<file path="config.mk">
export PLATFORM = sky130hd
export DESIGN_NAME = tts_ctrl
export DESIGN_NICKNAME = d
export VERILOG_FILES = /design/src/hw/rtl/tts_pkg.sv /design/src/hw/rtl/tts_ctrl.sv
export SDC_FILE = /design/constraint.sdc
export NUM_CORES = 1
export LEC_CHECK = 0
export BUFFER_PORTS_ARGS = -buffer_cell sky130_fd_sc_hd__clkbuf_2
export CORE_MARGIN = 3
export CORE_UTILIZATION = 56
export CTS_CLUSTER_SIZE = 28
export DETAILED_ROUTE_END_ITERATION = 10
export PLACE_DENSITY = 0.84
export SYNTH_ARGS = -nofsm -noshare
export SYNTH_HDL_FRONTEND = slang
export SYNTH_SLANG_ARGS = --single-unit
</file>
<file path="constraint.sdc">
create_clock -name i_clk -period 3.8 [get_ports i_clk]
set_clock_uncertainty 0.1 [all_clocks]
set_input_delay 0.57 -clock i_clk [delete_from_list [all_inputs] [get_ports i_clk]]
set_output_delay 0.57 -clock i_clk [all_outputs]
set_load 0.005 [all_outputs]
</file>
<file path="src/hw/rtl/tts_pkg.sv">
// shared types, constants and helpers for the triangular tile back-solve core
package tts_pkg;

    localparam int DEF_MAX_ROWS = 8;
    localparam int DEF_MAX_COLS = 8;
    localparam int HW_LIMIT     = 8;

    localparam int IDX_W   = 3;
    localparam int VAL_W   = 32;
    localparam int CFG_W   = 4;
    localparam int PROD_W  = 64;
    localparam int Q_SHIFT = 24;
    localparam int QP_W    = PROD_W - Q_SHIFT;
    localparam int SUM_W   = QP_W + 1;

    localparam logic [0:0] CFG_ROWS = 1'b0;
    localparam logic [0:0] CFG_COLS = 1'b1;

    typedef enum logic [1:0] {
        ACT_LD_FAC = 2'd0,
        ACT_LD_RHS = 2'd1,
        ACT_SOLVE  = 2'd2
    } t_action;

    typedef enum logic [2:0] {
        S_IDLE,
        S_RD_X,
        S_MUL_X,
        S_WR_X,
        S_RD_K,
        S_MUL_K,
        S_WR_K,
        S_EMIT
    } t_state;

    typedef struct packed {
        logic             ld_fac;
        logic             ld_rhs;
        logic             start;
        logic             rd_x;
        logic             mul_x;
        logic             wr_x;
        logic             rd_k;
        logic             mul_k;
        logic             wr_k;
        logic             emit;
        logic             last;
        logic [IDX_W-1:0] col;
        logic [IDX_W-1:0] row;
        logic [IDX_W-1:0] k;
    } t_cmd;

    typedef struct packed {
        logic out_free;
    } t_stat;

    typedef struct packed {
        logic             ovf;
        logic [VAL_W-1:0] val;
    } t_sat_res;

    localparam logic signed [SUM_W-1:0] SAT_MAX = SUM_W'(64'sd2147483647);
    localparam logic signed [SUM_W-1:0] SAT_MIN = SUM_W'(-64'sd2147483648);

    function automatic t_sat_res sat32(input logic signed [SUM_W-1:0] v);
        t_sat_res r;
        if (v > SAT_MAX) begin
            r.ovf = 1'b1;
            r.val = SAT_MAX[VAL_W-1:0];
        end else if (v < SAT_MIN) begin
            r.ovf = 1'b1;
            r.val = SAT_MIN[VAL_W-1:0];
        end else begin
            r.ovf = 1'b0;
            r.val = v[VAL_W-1:0];
        end
        return r;
    endfunction

endpackage

</file>
<file path="src/hw/rtl/tts_ctrl.sv">
// solve sequencer: config registers, state machine and loop counters
module tts_ctrl #(
    parameter int MAX_ROWS = tts_pkg::DEF_MAX_ROWS,
    parameter int MAX_COLS = tts_pkg::DEF_MAX_COLS
) (
    input  logic                      i_clk,
    input  logic                      i_rst_n,
    input  logic                      i_cfg_we,
    input  logic [0:0]                i_cfg_index,
    input  logic [tts_pkg::CFG_W-1:0] i_cfg_wdata,
    input  logic                      i_valid,
    input  logic [1:0]                i_action,
    output logic                      o_ready,
    input  tts_pkg::t_stat            i_stat,
    output tts_pkg::t_cmd             o_cmd
);
    import tts_pkg::*;

    localparam logic [CFG_W-1:0] ROW_BOUND =
        (MAX_ROWS < HW_LIMIT) ? CFG_W'(MAX_ROWS) : CFG_W'(HW_LIMIT);
    localparam logic [CFG_W-1:0] COL_BOUND =
        (MAX_COLS < HW_LIMIT) ? CFG_W'(MAX_COLS) : CFG_W'(HW_LIMIT);

    function automatic logic [IDX_W-1:0] last_idx(input logic [CFG_W-1:0] v,
                                                  input logic [CFG_W-1:0] bound);
        logic [CFG_W-1:0] e;
        e = v;
        if (e == '0) begin
            e = CFG_W'(1);
        end
        if (e > bound) begin
            e = bound;
        end
        e = e - CFG_W'(1);
        return e[IDX_W-1:0];
    endfunction

    logic [CFG_W-1:0] r_rows_in_use;
    logic [CFG_W-1:0] r_cols_in_use;
    t_state           r_state, n_state;
    logic [IDX_W-1:0] r_col, n_col;
    logic [IDX_W-1:0] r_row, n_row;
    logic [IDX_W-1:0] r_k, n_k;
    logic [IDX_W-1:0] w_row_last;
    logic [IDX_W-1:0] w_col_last;

    assign w_row_last = last_idx(r_rows_in_use, ROW_BOUND);
    assign w_col_last = last_idx(r_cols_in_use, COL_BOUND);

    always_ff @(posedge i_clk) begin
        if (!i_rst_n) begin
            r_rows_in_use <= CFG_W'(8);
            r_cols_in_use <= CFG_W'(8);
            r_state       <= S_IDLE;
            r_col         <= '0;
            r_row         <= '0;
            r_k           <= '0;
        end else begin
            if (i_cfg_we && i_cfg_index == CFG_ROWS) begin
                r_rows_in_use <= i_cfg_wdata;
            end
            if (i_cfg_we && i_cfg_index == CFG_COLS) begin
                r_cols_in_use <= i_cfg_wdata;
            end
            r_state <= n_state;
            r_col   <= n_col;
            r_row   <= n_row;
            r_k     <= n_k;
        end
    end

    // next state and loop counters
    always_comb begin
        n_state = r_state;
        n_col   = r_col;
        n_row   = r_row;
        n_k     = r_k;
        case (r_state)
            S_IDLE: begin
                if (i_valid && i_action == ACT_SOLVE) begin
                    n_col   = w_col_last;
                    n_row   = '0;
                    n_state = S_RD_X;
                end
            end
            S_RD_X:  n_state = S_MUL_X;
            S_MUL_X: n_state = S_WR_X;
            S_WR_X: begin
                n_k     = '0;
                n_state = (r_col == '0) ? S_EMIT : S_RD_K;
            end
            S_RD_K:  n_state = S_MUL_K;
            S_MUL_K: n_state = S_WR_K;
            S_WR_K: begin
                if (r_k == r_col - IDX_W'(1)) begin
                    n_state = S_EMIT;
                end else begin
                    n_k     = r_k + IDX_W'(1);
                    n_state = S_RD_K;
                end
            end
            S_EMIT: begin
                if (i_stat.out_free) begin
                    if (r_row == w_row_last) begin
                        if (r_col == '0) begin
                            n_state = S_IDLE;
                        end else begin
                            n_col   = r_col - IDX_W'(1);
                            n_row   = '0;
                            n_state = S_RD_X;
                        end
                    end else begin
                        n_row   = r_row + IDX_W'(1);
                        n_state = S_RD_X;
                    end
                end
            end
            default: n_state = S_IDLE;
        endcase
    end

    // commands to the datapath
    always_comb begin
        o_ready = 1'b0;
        o_cmd   = '0;
        o_cmd.col  = r_col;
        o_cmd.row  = r_row;
        o_cmd.k    = r_k;
        o_cmd.last = (r_col == '0) && (r_row == w_row_last);
        case (r_state)
            S_IDLE: begin
                o_ready = 1'b1;
                if (i_valid) begin
                    case (i_action)
                        ACT_LD_FAC: o_cmd.ld_fac = 1'b1;
                        ACT_LD_RHS: o_cmd.ld_rhs = 1'b1;
                        ACT_SOLVE:  o_cmd.start  = 1'b1;
                        default:    o_cmd.start  = 1'b0;
                    endcase
                end
            end
            S_RD_X:  o_cmd.rd_x  = 1'b1;
            S_MUL_X: o_cmd.mul_x = 1'b1;
            S_WR_X:  o_cmd.wr_x  = 1'b1;
            S_RD_K:  o_cmd.rd_k  = 1'b1;
            S_MUL_K: o_cmd.mul_k = 1'b1;
            S_WR_K:  o_cmd.wr_k  = 1'b1;
            S_EMIT:  o_cmd.emit  = i_stat.out_free;
            default: o_ready     = 1'b0;
        endcase
    end

endmodule

</file>
==> metrics.csv, run 1 <==
metric,value,unit
average via count per standard cell,5.60,
"Avg Cell Area, Syn",8.57,um2
type of the worst setup path,register to primary output,
cell leakage power,0.681,nW
share of the yosys chip area belonging to registers,0.313,
latest clock arrival within the worst-skew pair,300,ps
area of the multi-input gates,836,um2
sequential cell area,400,um2
final-stage net count,198,
cells after synthesis,149,
placed wire-length estimate,2240,um
count of final setup violators,0,
post-CTS setup-driven buffer insertion count,0,
Power Dens Cells,366,nW/um2
Inserted Clock Buffers,3,
worst hold stages,2,
die span in x,53.8,um
total grt overflow,0,
starting DRC count in detailed routing,34,
most crowded layer after global routing,met2,
largest buffer count on any clock path,2,
vias in the first global route,1078,
fin crit share,0.710,
count of pins over their slew limit,0,
# clock sinks,20,
top-level I/O count,33,
slew at the pin closest to its max-slew limit,470,ps
sum of negative setup slack,0,ps
number of synthesized register bits,20,
synthesized cell area,1280,um2
startpoint type of the worst setup path,register,
number of gates resized after cts,0,
overall fraction of global-route tracks in use,0.221,
maximum resistive drop on vdd,322,uV
Rows,16,
initial antenna violation count,0,
number of unique standard cell types used by synthesis,40,
CP Data Required Time,3130,ps
GR Util met1,0.254,
Die Footprint,2890,um2
GR Layer Usage met2,0.407,
result of the run,"finished, final reports clean",
worst min path class,register to register,
Worst Hold Slack,385,ps
count of unresolved DRC violations after routing,0,
wire length of the first global-routing pass,4680,um
clock transition at the register clock pins on the worst setup and hold paths after CTS,120,ps
"Power, Total",549,uW
max-cap violation count,0,
Yosys warnings,0,
count of TritonRoute iterations in the first routing pass,4,
maximum number of pins on one net before global-route repair,22,
number of port buffers,32,
number of hold violations in the final report,0,
post-detailed-route wirelength per cell,13.8,um
number of cells on the worst reg-to-reg path,8,
Core Area,2060,um2
setup repair after global routing missed its margin,no,
post-route setup slack,1100,ps
Max Freq,0.370,GHz
root buffer cell,clkbuf_4,
CTS tree,yes,
worst slew slack as a fraction of its limit,0.679,
met3 Usage GRT,0.0609,
starting density of the core,0.620,
net count after synthesis,167,
worst-path fanout max,4,
RePlAce Congestion,0.765,
filler cell count in the final layout,167,
wire length reported by the detailed router,2850,um
time the worst path needs with I/O delays and setup,2700,ps
total vias in the final route,1154,
Antenna diodes,0,
Post-DRT Antenna Nets,0,
WP data arrival,2030,ps
endpoint type of the worst setup path,primary output,
height of the die,53.8,um
Synth-to-Final Area Change,17.5,%
share of final-layout standard cells stronger than drive strength 1,0.218,
post-placement worst setup slack,1450,ps
H-Tree Level Count,1,
cts hold-fix bufs,0,
[layer usage]
layer  vias to the layer above  wire [um]
met5                         -          0
met4                         0          8
met3                         2        123
met2                        21       1490
met1                       541       1230
li1                        590          -
[kinds of logic (layout without fill, tap and decap cells)]
| kind of cell | Yosys count | count (layout) | synth area share |
|---|---|---|---|
| mux | 7 | 7 | 0.0549 |
| simple gates | 70 | 70 | 0.306 |
| xor+xnor | 8 | 8 | 0.0656 |
| buf+inv | 11 | 41 | 0.0323 |
| flops | 20 | 20 | 0.313 |
| compound gates | 27 | 27 | 0.169 |
| fa+ha+maj | 6 | 6 | 0.0588 |
[layout make-up]
class / count / share of cell area
multi-input combinational: 118 / 0.557
sequential: 20 / 0.267
timing repair buffer: 32 / 0.107
tap: 27 / 0.0225
clock inverter: 1 / 0.0200
clock buffer: 3 / 0.0150
inverter: 5 / 0.0125
[critical path, cell delays in order, from the launching register on]
cell      delay [ps]
dfxtp_1          350
o21bai_1         220
nand2b_1          90
ha_1             210
xnor2_1          180
xnor2_1          140
nor4_2           350
clkbuf_2         180
[flip-flops by register name, indices dropped and copies added, names as in the netlist]
signal,flops
r_k,3
r_row,3
r_state,3
r_cols_in_use,4
r_rows_in_use,4
r_col,3
[power breakdown]
group | total (mW) | internal (mW) | switching, mW
Clock | 0.176 | 0.107 | 0.0690
Sequential | 0.250 | 0.223 | 0.0265
Combinational | 0.124 | 0.0593 | 0.0644
[cells in the mapped netlist]
| master | n | area share |
|---|---|---|
| or3b_1 | 1 | 0.0069 |
| o22a_1 | 1 | 0.0069 |
| nor2_1 | 5 | 0.015 |
| o21bai_1 | 2 | 0.012 |
| a221o_1 | 1 | 0.0078 |
| and2b_1 | 1 | 0.0059 |
| a311oi_2 | 1 | 0.012 |
| nor4_2 | 1 | 0.0098 |
| a21o_1 | 1 | 0.0059 |
| clkbuf_1 | 6 | 0.018 |
| a21boi_0 | 4 | 0.024 |
| o32ai_1 | 1 | 0.0069 |
| nor3_1 | 2 | 0.0078 |
| a21boi_1 | 2 | 0.012 |
| o211ai_1 | 3 | 0.018 |
| a2111oi_0 | 1 | 0.0069 |
| and2_1 | 1 | 0.0049 |
| a21oi_1 | 3 | 0.012 |
| and3_1 | 1 | 0.0049 |
| xor2_1 | 3 | 0.021 |
| a32oi_2 | 1 | 0.013 |
| nand2_1 | 20 | 0.059 |
| nor4b_1 | 2 | 0.014 |
| nor3b_1 | 6 | 0.035 |
| nor4_1 | 1 | 0.0049 |
| ha_1 | 6 | 0.059 |
| mux2i_1 | 7 | 0.055 |
| nand3_1 | 8 | 0.031 |
| or3_1 | 3 | 0.015 |
| xnor2_1 | 4 | 0.027 |
| and3b_1 | 2 | 0.014 |
| o211a_1 | 1 | 0.0078 |
| inv_1 | 5 | 0.015 |
| o21ai_0 | 3 | 0.012 |
| nor2b_1 | 6 | 0.029 |
| dfxtp_1 | 20 | 0.31 |
| xnor3_1 | 1 | 0.018 |
| a32o_1 | 1 | 0.0078 |
| o311ai_0 | 1 | 0.0069 |
| nand2b_1 | 10 | 0.049 |
[cells in the final DEF, fill, tap and decap left out, types with 2 or more instances in the layout]
cell	netlist	final
xnor2_1	4	4
nor2_1	5	5
a21boi_1	2	2
o211ai_1	3	3
nor4b_1	2	2
nor3b_1	6	6
a21boi_0	4	4
or3_1	3	3
ha_1	6	6
nand3_1	8	8
nand2b_1	10	10
nor3_1	2	2
mux2i_1	7	7
inv_1	5	5
nor2b_1	6	6
o21ai_0	3	3
o21bai_1	2	2
and3b_1	2	2
clkbuf_4	0	3
dfxtp_1	20	20
xor2_1	3	3
nand2_1	20	20
a21oi_1	3	3
clkbuf_2	0	32
[path summary, 6_finish.rpt]
kind	start	endpoint	slack [ps]
min reg2reg	r_cols_in_use[0]$_SDFFE_PN0P_	r_cols_in_use[0]$_SDFFE_PN0P_	380
min	r_cols_in_use[0]$_SDFFE_PN0P_	r_cols_in_use[0]$_SDFFE_PN0P_	380
max	r_rows_in_use[1]$_SDFFE_PN0P_	o_cmd[9]	1100
max reg2reg	r_rows_in_use[1]$_SDFFE_PN0P_	r_row[2]$_SDFFE_PN0P_	1570
[stage by stage]
stage	cells	util	area, um2
floorplan	149	-	1280
global placement	202	0.703	1450
detailed placement	202	0.703	1450
CTS	206	0.728	1500
global route	206	0.728	1500
finish	206	0.728	1500
(Power assumes the default switching activity.)
==> inputs of run 2 (changes only) <==
--- a/config.mk
+++ b/config.mk
@@ -7,10 +7,10 @@
 export LEC_CHECK = 0
 export BUFFER_PORTS_ARGS = -buffer_cell sky130_fd_sc_hd__clkbuf_2
 export CORE_MARGIN = 3
-export CORE_UTILIZATION = 56
+export CORE_UTILIZATION = 52
 export CTS_CLUSTER_SIZE = 28
 export DETAILED_ROUTE_END_ITERATION = 10
-export PLACE_DENSITY = 0.84
+export PLACE_DENSITY = 0.79
 export SYNTH_ARGS = -nofsm -noshare
 export SYNTH_HDL_FRONTEND = slang
 export SYNTH_SLANG_ARGS = --single-unit
==> constraint.sdc (replaced) <==
create_clock -name i_clk -period 2.6 [get_ports i_clk]
set_clock_uncertainty 0.1 [all_clocks]
set_input_delay 0.39 -clock i_clk [delete_from_list [all_inputs] [get_ports i_clk]]
set_output_delay 0.39 -clock i_clk [all_outputs]
set_load 0.005 [all_outputs]
==> run 2 against run 1 <==
  * Combinational power up 40%
  * Worst hold slack got worse by 150 ps
  * Via count is 0.43% higher
  * Total power up 44%
  * Count of clock-buffer cells in the layout unchanged
  * First-iteration DRC count shrank 21%
  * Cell area is 0.58% higher
  * Non-clock buffer count is 1 higher
  * Setup slack got worse by 1000 ps
  * Utilization shrank 6.5 points
  * Die area rose by 6.8%
  * Critical path depth unchanged
  * Critical path type unchanged
  * Highest routed layer unchanged
==> metrics.csv, run 2 (same netlist as run 1, synthesis figures left out) <==
metric,value,unit,change
average via count per standard cell,5.57,,was 5.60
share of power burned in combinational logic,0.220,,was 0.225
Reg-to-Reg Start,r_rows_in_use[2]$_SDFFE_PN0P_,,was r_rows_in_use[1]$_SDFFE_PN0P_
Placed Cells incl. Taps,203,,was 202
filler cell count in the final layout,179,,was 167
Inserted Clock Buffers,3,,unchanged
"most common cell after layout, fill and taps aside",clkbuf_2,,unchanged
count of pins over their slew limit,0,,unchanged
top-level I/O count,33,,unchanged
initial antenna violation count,0,,unchanged
H-Tree Level Count,1,,unchanged
cell chain of the critical path,"o21bai_1, nand2b_1, ha_1, xnor2_1, xnor2_1, nor4_2, clkbuf_2",,unchanged
critical path depth,7,,unchanged
area after detailed placement,1450,um2,about the same
count of unresolved DRC violations after routing,0,,unchanged
slew at the pin closest to its max-slew limit,403,ps,was 470 ps
worst slew slack as a fraction of its limit,0.724,,was 0.679
maximum number of pins on one net before global-route repair,22,,unchanged
result of the run,"finished, final reports clean",,unchanged
starting density of the core,0.561,,was 0.620
Max Freq,0.401,GHz,
post-detailed-route wirelength per cell,12.9,um,was 13.8 um
Synth-to-Final Area Change,18.2,%,was 17.5%
number of buffer and inverter stages on the critical path,1,,unchanged
placed wire-length estimate,2140,um,was 2240 um
first element of the critical path,r_rows_in_use[2]$_SDFFE_PN0P_,,was r_rows_in_use[1]$_SDFFE_PN0P_
Final Util,0.664,,was 0.728
final instance area,1510,um2,was 1500 um2
Metal-1 WL,1170,um,was 1230 um
slack of the worst reg-to-reg path,290,ps,was 1570 ps
met3 routed wirelength,151,um,was 123 um
share of power burned in registers,0.462,,was 0.455
Rows,17,,was 16
latest clock arrival within the worst-skew pair,300,ps,about the same
wire length of the first global-routing pass,4510,um,was 4680 um
clock transition at the register clock pins on the worst setup and hold paths after CTS,110,ps,was 120 ps
CP top delay family,simple AND/OR/NAND/NOR gates,,unchanged
post-route setup slack,105,ps,was 1100 ps
share of final-layout standard cells stronger than drive strength 1,0.222,,was 0.218
number of hold violations in the final report,0,,unchanged
"Top cell by count, worst path",xnor2_1,,unchanged
type of the worst setup path,register to primary output,,unchanged
cell-internal power,568,uW,was 389 uW
final-stage net count,199,,was 198
number of standard cells in the final layout excluding fillers,208,,was 206
RePlAce Congestion,0.735,,was 0.765
Post-DRT Antenna Nets,0,,unchanged
number of gates resized after cts,0,,unchanged
cell type of the slowest stage on the worst timing path,nor4_2,,was dfxtp_1
power dissipated by switching net loads,220,uW,was 160 uW
largest buffer count on any clock path,2,,unchanged
# clock sinks,20,,unchanged
starting DRC count in detailed routing,27,,was 34
part of the power in the clock network,0.318,,was 0.320
Die Footprint,3090,um2,was 2890 um2
switching share of total power,0.279,,was 0.291
total vias in the final route,1159,,"was 1,154"
startpoint type of the worst setup path,register,,unchanged
CP endpoint,o_cmd[9],,unchanged
top metal layer carrying routed signals,met4,,unchanged
Core Area,2280,um2,was 2060 um2
top flop regs,"r_cols_in_use x4, r_rows_in_use x4",,unchanged
cell leakage power,0.686,nW,was 0.681 nW
worst min path class,primary input to register,,was register to register
time the worst path needs with I/O delays and setup,2500,ps,
number of port buffers,32,,unchanged
count of final setup violators,0,,unchanged
number of cells on the worst reg-to-reg path,9,,was 8
Critical R2R Capture,r_row[2]$_SDFFE_PN0P_,,unchanged
endpoint type of the worst setup path,primary output,,unchanged
count of TritonRoute iterations in the first routing pass,4,,unchanged
cts hold-fix bufs,0,,unchanged
fin crit share,0.960,,
CTS tree,yes,,unchanged
Power Dens Cells,522,nW/um2,was 366 nW/um2
Antenna diodes,0,,unchanged
height of the die,55.6,um,was 53.8 um
total grt overflow,0,,unchanged
WP data arrival,2010,ps,was 2030 ps
length of routed met2 wiring,1330,um,was 1490 um
post-placement worst setup slack,415,ps,was 1450 ps
CP Data Required Time,2110,ps,was 3130 ps
most used cells in the layout excluding fill and tap cells,"32 x clkbuf_2, 20 x nand2_1, 20 x dfxtp_1, 10 x nand2b_1, 8 x nand3_1",,unchanged
max-cap violation count,0,,unchanged
wire length reported by the detailed router,2670,um,was 2850 um
maximum resistive drop on vdd,397,uV,was 322 uV
root buffer cell,clkbuf_4,,unchanged
overall fraction of global-route tracks in use,0.177,,was 0.221
die span in x,55.6,um,was 53.8 um
biggest cell delay along the critical path,360,ps,was 350 ps
vias in the first global route,1079,,"was 1,078"
worst-path fanout max,4,,unchanged
run 2: metal layers:
| metal | track usage | vias up |
|---|---|---|
| met3 | 0.0491 | 2 |
| met4 | 0.0590 | 0 |
| li1 | - | 593 |
| met5 | 0 | - |
| met2 | 0.296 | 32 |
| met1 | 0.219 | 532 |
run 2: worst min path at each step:
stage / startpoint / to / depth (start not counted)
CTS: i_cfg_wdata[3] / r_rows_in_use[3]$_SDFFE_PN1P_ / 3
global placement: r_cols_in_use[0]$_SDFFE_PN0P_ / r_cols_in_use[0]$_SDFFE_PN0P_ / 2
finish: i_cfg_wdata[3] / r_rows_in_use[3]$_SDFFE_PN1P_ / 3
global route: i_cfg_wdata[3] / r_rows_in_use[3]$_SDFFE_PN1P_ / 3
detailed placement: r_cols_in_use[0]$_SDFFE_PN0P_ / r_cols_in_use[0]$_SDFFE_PN0P_ / 2
floorplan: r_cols_in_use[0]$_SDFFE_PN0P_ / r_cols_in_use[0]$_SDFFE_PN0P_ / 2
run 2: power groups by stage:
| stage | combinational, mW | sequential [mW] | clock (mW) |
|---|---|---|---|
| 3_3_place_gp | 0.170 | 0.370 | 0 |
| 4_1_cts | 0.176 | 0.364 | 0.260 |
| 5_1_grt | 0.197 | 0.370 | 0.272 |
| 6_report | 0.174 | 0.364 | 0.251 |
| 2_1_floorplan | 0.139 | 0.349 | 0 |
| 3_5_place_dp | 0.174 | 0.371 | 0 |
run 2: timing repair:
action                     CTS  global route
hold endpoints to repair     0             0
setup endpoints to repair    0             1
setup buffers                0             1
run 2: through the flow:
step / TNS [ps] / hold WS, ps / power [mW]
final: 0 / 234 / 0.788
after global routing: -13.6 / 214 / 0.839
after CTS: 0 / 215 / 0.799
after detailed placement: 0 / 365 / 0.545
after global placement: 0 / 363 / 0.540
after floorplan: 0 / 344 / 0.488
run 2: cell type report:
class                   instances  area [um2]  share of cell area
well taps                      28        35.0              0.0232
multi-input cells             118         836               0.553
inverters                       5        18.8              0.0124
clock inverters                 1        30.0              0.0199
flip-flops and latches         20         400               0.265
repair buffers                 33         168               0.111
clock buffers                   3        22.5              0.0149
run 2: worst reg2reg max path, cell delays in order, from the launching register on:
cell,delay [ps]
dfxtp_1,340
o21bai_1,210
nand2b_1,90
ha_1,210
xnor2_1,140
xnor2_1,270
nor4_2,110
buf_4,150
o211a_1,250
a221o_1,340
==> inputs of run 3 (changes only) <==
--- a/config.mk
+++ b/config.mk
@@ -7,10 +7,10 @@
 export LEC_CHECK = 0
 export BUFFER_PORTS_ARGS = -buffer_cell sky130_fd_sc_hd__clkbuf_2
 export CORE_MARGIN = 3
-export CORE_UTILIZATION = 52
+export CORE_UTILIZATION = 40
 export CTS_CLUSTER_SIZE = 28
 export DETAILED_ROUTE_END_ITERATION = 10
-export PLACE_DENSITY = 0.79
+export SETUP_SLACK_MARGIN = 0.1
 export SYNTH_ARGS = -nofsm -noshare
 export SYNTH_HDL_FRONTEND = slang
 export SYNTH_SLANG_ARGS = --single-unit
==> run 3 against run 2 <==
  * Setup slack gained 92 ps
  * Final cell count is 7.2% higher
  * Sequential share of layout area is 0.56 points lower
  * Critical path depth decreased by 1
  * Count of clock-buffer cells in the layout is 1 higher
  * Non-clock buffer count rose by 1
  * Fmax is 3.8% higher
  * Worst hold slack lost 10 ps
  * Register-to-register slack got worse by 60 ps
  * Cell area rose by 2.5%
  * Total power shrank 7.2%
  * Critical path type unchanged
==> metrics.csv, run 3 (same netlist as run 1, synthesis figures left out) <==
metric,value,unit,change
Core Area,2900,um2,was 2280 um2
max-cap violation count,0,,unchanged
Synth-to-Final Area Change,21.2,%,was 18.2%
vias in the first global route,1066,,"was 1,079"
total grt overflow,0,,unchanged
"most common cell after layout, fill and taps aside",clkbuf_2,,unchanged
# clock sinks,20,,unchanged
Reg-to-Reg Start,r_rows_in_use[2]$_SDFFE_PN0P_,,unchanged
post-placement worst setup slack,420,ps,was 415 ps
slack of the worst reg-to-reg path,230,ps,was 290 ps
worst min path class,primary input to register,,unchanged
share of power burned in combinational logic,0.247,,was 0.220
placed wire-length estimate,2190,um,was 2140 um
worst slew slack as a fraction of its limit,0.649,,was 0.724
WP data arrival,1910,ps,was 2010 ps
Final Util,0.534,,was 0.664
wire length of the first global-routing pass,4890,um,was 4510 um
met3 Usage GRT,0.0468,,was 0.0491
Rows,19,,was 17
number of buffer and inverter stages on the critical path,1,,unchanged
initial antenna violation count,0,,unchanged
count of TritonRoute iterations in the first routing pass,4,,unchanged
number of port buffers,32,,unchanged
maximum number of pins on one net before global-route repair,22,,unchanged
type of the worst setup path,register to primary output,,unchanged
worst-path fanout max,4,,unchanged
clock transition at the register clock pins on the worst setup and hold paths after CTS,120,ps,was 110 ps
hold wc startpoint,i_cfg_wdata[3],,unchanged
startpoint type of the worst setup path,register,,unchanged
maximum resistive drop on vdd,355,uV,was 397 uV
average via count per standard cell,5.22,,was 5.57
latest clock arrival within the worst-skew pair,310,ps,was 300 ps
most used cells in the layout excluding fill and tap cells,"31 x clkbuf_2, 20 x nand2_1, 19 x dfxtp_1, 10 x nand2b_1, 8 x nand3_1",,"was 32 x clkbuf_2, 20 x nand2_1, 20 x dfxtp_1, 10 x nand2b_1, 8 x nand3_1"
GR Util met1,0.195,,was 0.219
starting DRC count in detailed routing,72,,was 27
cell type of the slowest stage on the worst timing path,dfxtp_2,,was nor4_2
Max Freq,0.416,GHz,was 0.401 GHz
starting density of the core,0.440,,was 0.561
worst hold stages,3,,unchanged
endpoint type of the worst setup path,primary output,,unchanged
count of unresolved DRC violations after routing,0,,unchanged
fin crit share,0.924,,was 0.960
Post-DRT Antenna Nets,0,,unchanged
biggest cell delay along the critical path,360,ps,about the same
result of the run,"finished, final reports clean",,unchanged
Power Dens Cells,473,nW/um2,was 522 nW/um2
H-Tree Level Count,1,,unchanged
post-route setup slack,197,ps,was 105 ps
Antenna diodes,0,,unchanged
share of power burned in registers,0.501,,was 0.462
post-detailed-route wirelength per cell,12.7,um,was 12.9 um
number of hold violations in the final report,0,,unchanged
power dissipated by switching net loads,231,uW,was 220 uW
count of pins over their slew limit,0,,unchanged
part of the power in the clock network,0.252,,was 0.318
share of final-layout standard cells stronger than drive strength 1,0.249,,was 0.222
Placed Cells incl. Taps,217,,was 203
top-level I/O count,33,,unchanged
wire length reported by the detailed router,2830,um,was 2670 um
cell chain of the critical path,"o21bai_2, nand2b_1, ha_1, xnor2_2, nor4_4, buf_2",,"was o21bai_1, nand2b_1, ha_1, xnor2_1, xnor2_1, nor4_2, clkbuf_2"
height of the die,62.5,um,was 55.6 um
slew at the pin closest to its max-slew limit,522,ps,was 403 ps
cell leakage power,0.693,nW,was 0.686 nW
CP Data Required Time,2110,ps,about the same
Critical R2R Capture,r_row[2]$_SDFFE_PN0P_,,unchanged
die span in x,62.5,um,was 55.6 um
switching share of total power,0.316,,was 0.279
setup repair after global routing missed its margin,no,,
total vias in the final route,1165,,"was 1,159"
CP top delay family,simple AND/OR/NAND/NOR gates,,unchanged
cell-internal power,500,uW,was 568 uW
CTS tree,yes,,unchanged
sum of negative setup slack,0,ps,unchanged
count of final setup violators,0,,unchanged
number of standard cells in the final layout excluding fillers,223,,was 208
GR Layer Usage met2,0.244,,was 0.296
final-stage net count,200,,was 199
hold endpoint,r_rows_in_use[3]$_SDFFE_PN1P_,,unchanged
Die Footprint,3910,um2,was 3090 um2
most crowded layer after global routing,met2,,unchanged
number of cells on the worst reg-to-reg path,10,,was 9
RePlAce Congestion,0.751,,was 0.735
overall fraction of global-route tracks in use,0.148,,was 0.177
top flop regs,"r_cols_in_use x4, r_rows_in_use x4",,unchanged
root buffer cell,clkbuf_4,,unchanged
largest buffer count on any clock path,2,,unchanged
time the worst path needs with I/O delays and setup,2400,ps,was 2500 ps
Inserted Clock Buffers,3,,unchanged
run 3: cell count changes in the layout (fill, tap and decap cells not counted), sizes merged:
cell    previous run  this run
buf                1         3
bufinv             1         0
run 3: final cells by class:
cell class | instances | area [um2]
fill | 301 | 1350
multi-input combinational | 118 | 863
sequential | 20 | 402
timing repair buffer | 34 | 175
tap | 42 | 52.6
clock buffer | 4 | 36.3
inverter | 5 | 18.8
run 3: through the flow:
step | area [um2] | power (mW) | hold slack (ps)
2_1_floorplan | 1280 | 0.488 | 344
3_3_place_gp | 1470 | 0.544 | 368
3_5_place_dp | 1470 | 0.548 | 372
4_1_cts | 1510 | 0.736 | 207
5_1_grt | 1550 | 0.783 | 245
6_report | 1550 | 0.732 | 224
run 3: what timing repair did:
item / 4_1_cts / 5_1_grt
setup endpoints to repair: 1 / 1
pin swaps: 1 / 2
gates resized for setup: 0 / 6
hold buffers: 0 / 0
setup buffers: 1 / 1
run 3: power groups by stage:
| stage | registers [mW] | logic, mW | clock network (mW) |
|---|---|---|---|
| global route | 0.373 | 0.205 | 0.205 |
| finish | 0.367 | 0.181 | 0.184 |
| CTS | 0.366 | 0.178 | 0.192 |
| detailed placement | 0.372 | 0.176 | 0 |
| global placement | 0.371 | 0.173 | 0 |
| floorplan | 0.349 | 0.139 | 0 |
run 3: worst max path at each step:
stage	cells after the start	end	startpoint
floorplan	8	r_row[2]$_SDFFE_PN0P_	r_rows_in_use[1]$_SDFFE_PN0P_
global placement	8	r_row[2]$_SDFFE_PN0P_	r_rows_in_use[1]$_SDFFE_PN0P_
detailed placement	8	r_row[2]$_SDFFE_PN0P_	r_rows_in_use[1]$_SDFFE_PN0P_
CTS	6	o_cmd[9]	r_rows_in_use[1]$_SDFFE_PN0P_
global route	6	o_cmd[9]	r_rows_in_use[2]$_SDFFE_PN0P_
finish	6	o_cmd[9]	r_rows_in_use[2]$_SDFFE_PN0P_
run 3: routing by layer:
layer	vias to the layer above	wire (um)
li1	595	-
met1	541	1310
met3	0	149
met5	-	0
met4	0	0
met2	29	1370
run 3: worst register-to-register path, delay by kind of cell, from the launching register on:
| kind | cells | cell delay, ps |
|---|---|---|
| AOI/OAI and AO/OA | 3 | 750 |
| xor gates and xnor gates | 2 | 440 |
| adders and majority gates | 1 | 210 |
| buffers and inverters | 2 | 260 |
| DFF | 1 | 360 |
| and+or+nand+nor | 2 | 150 |
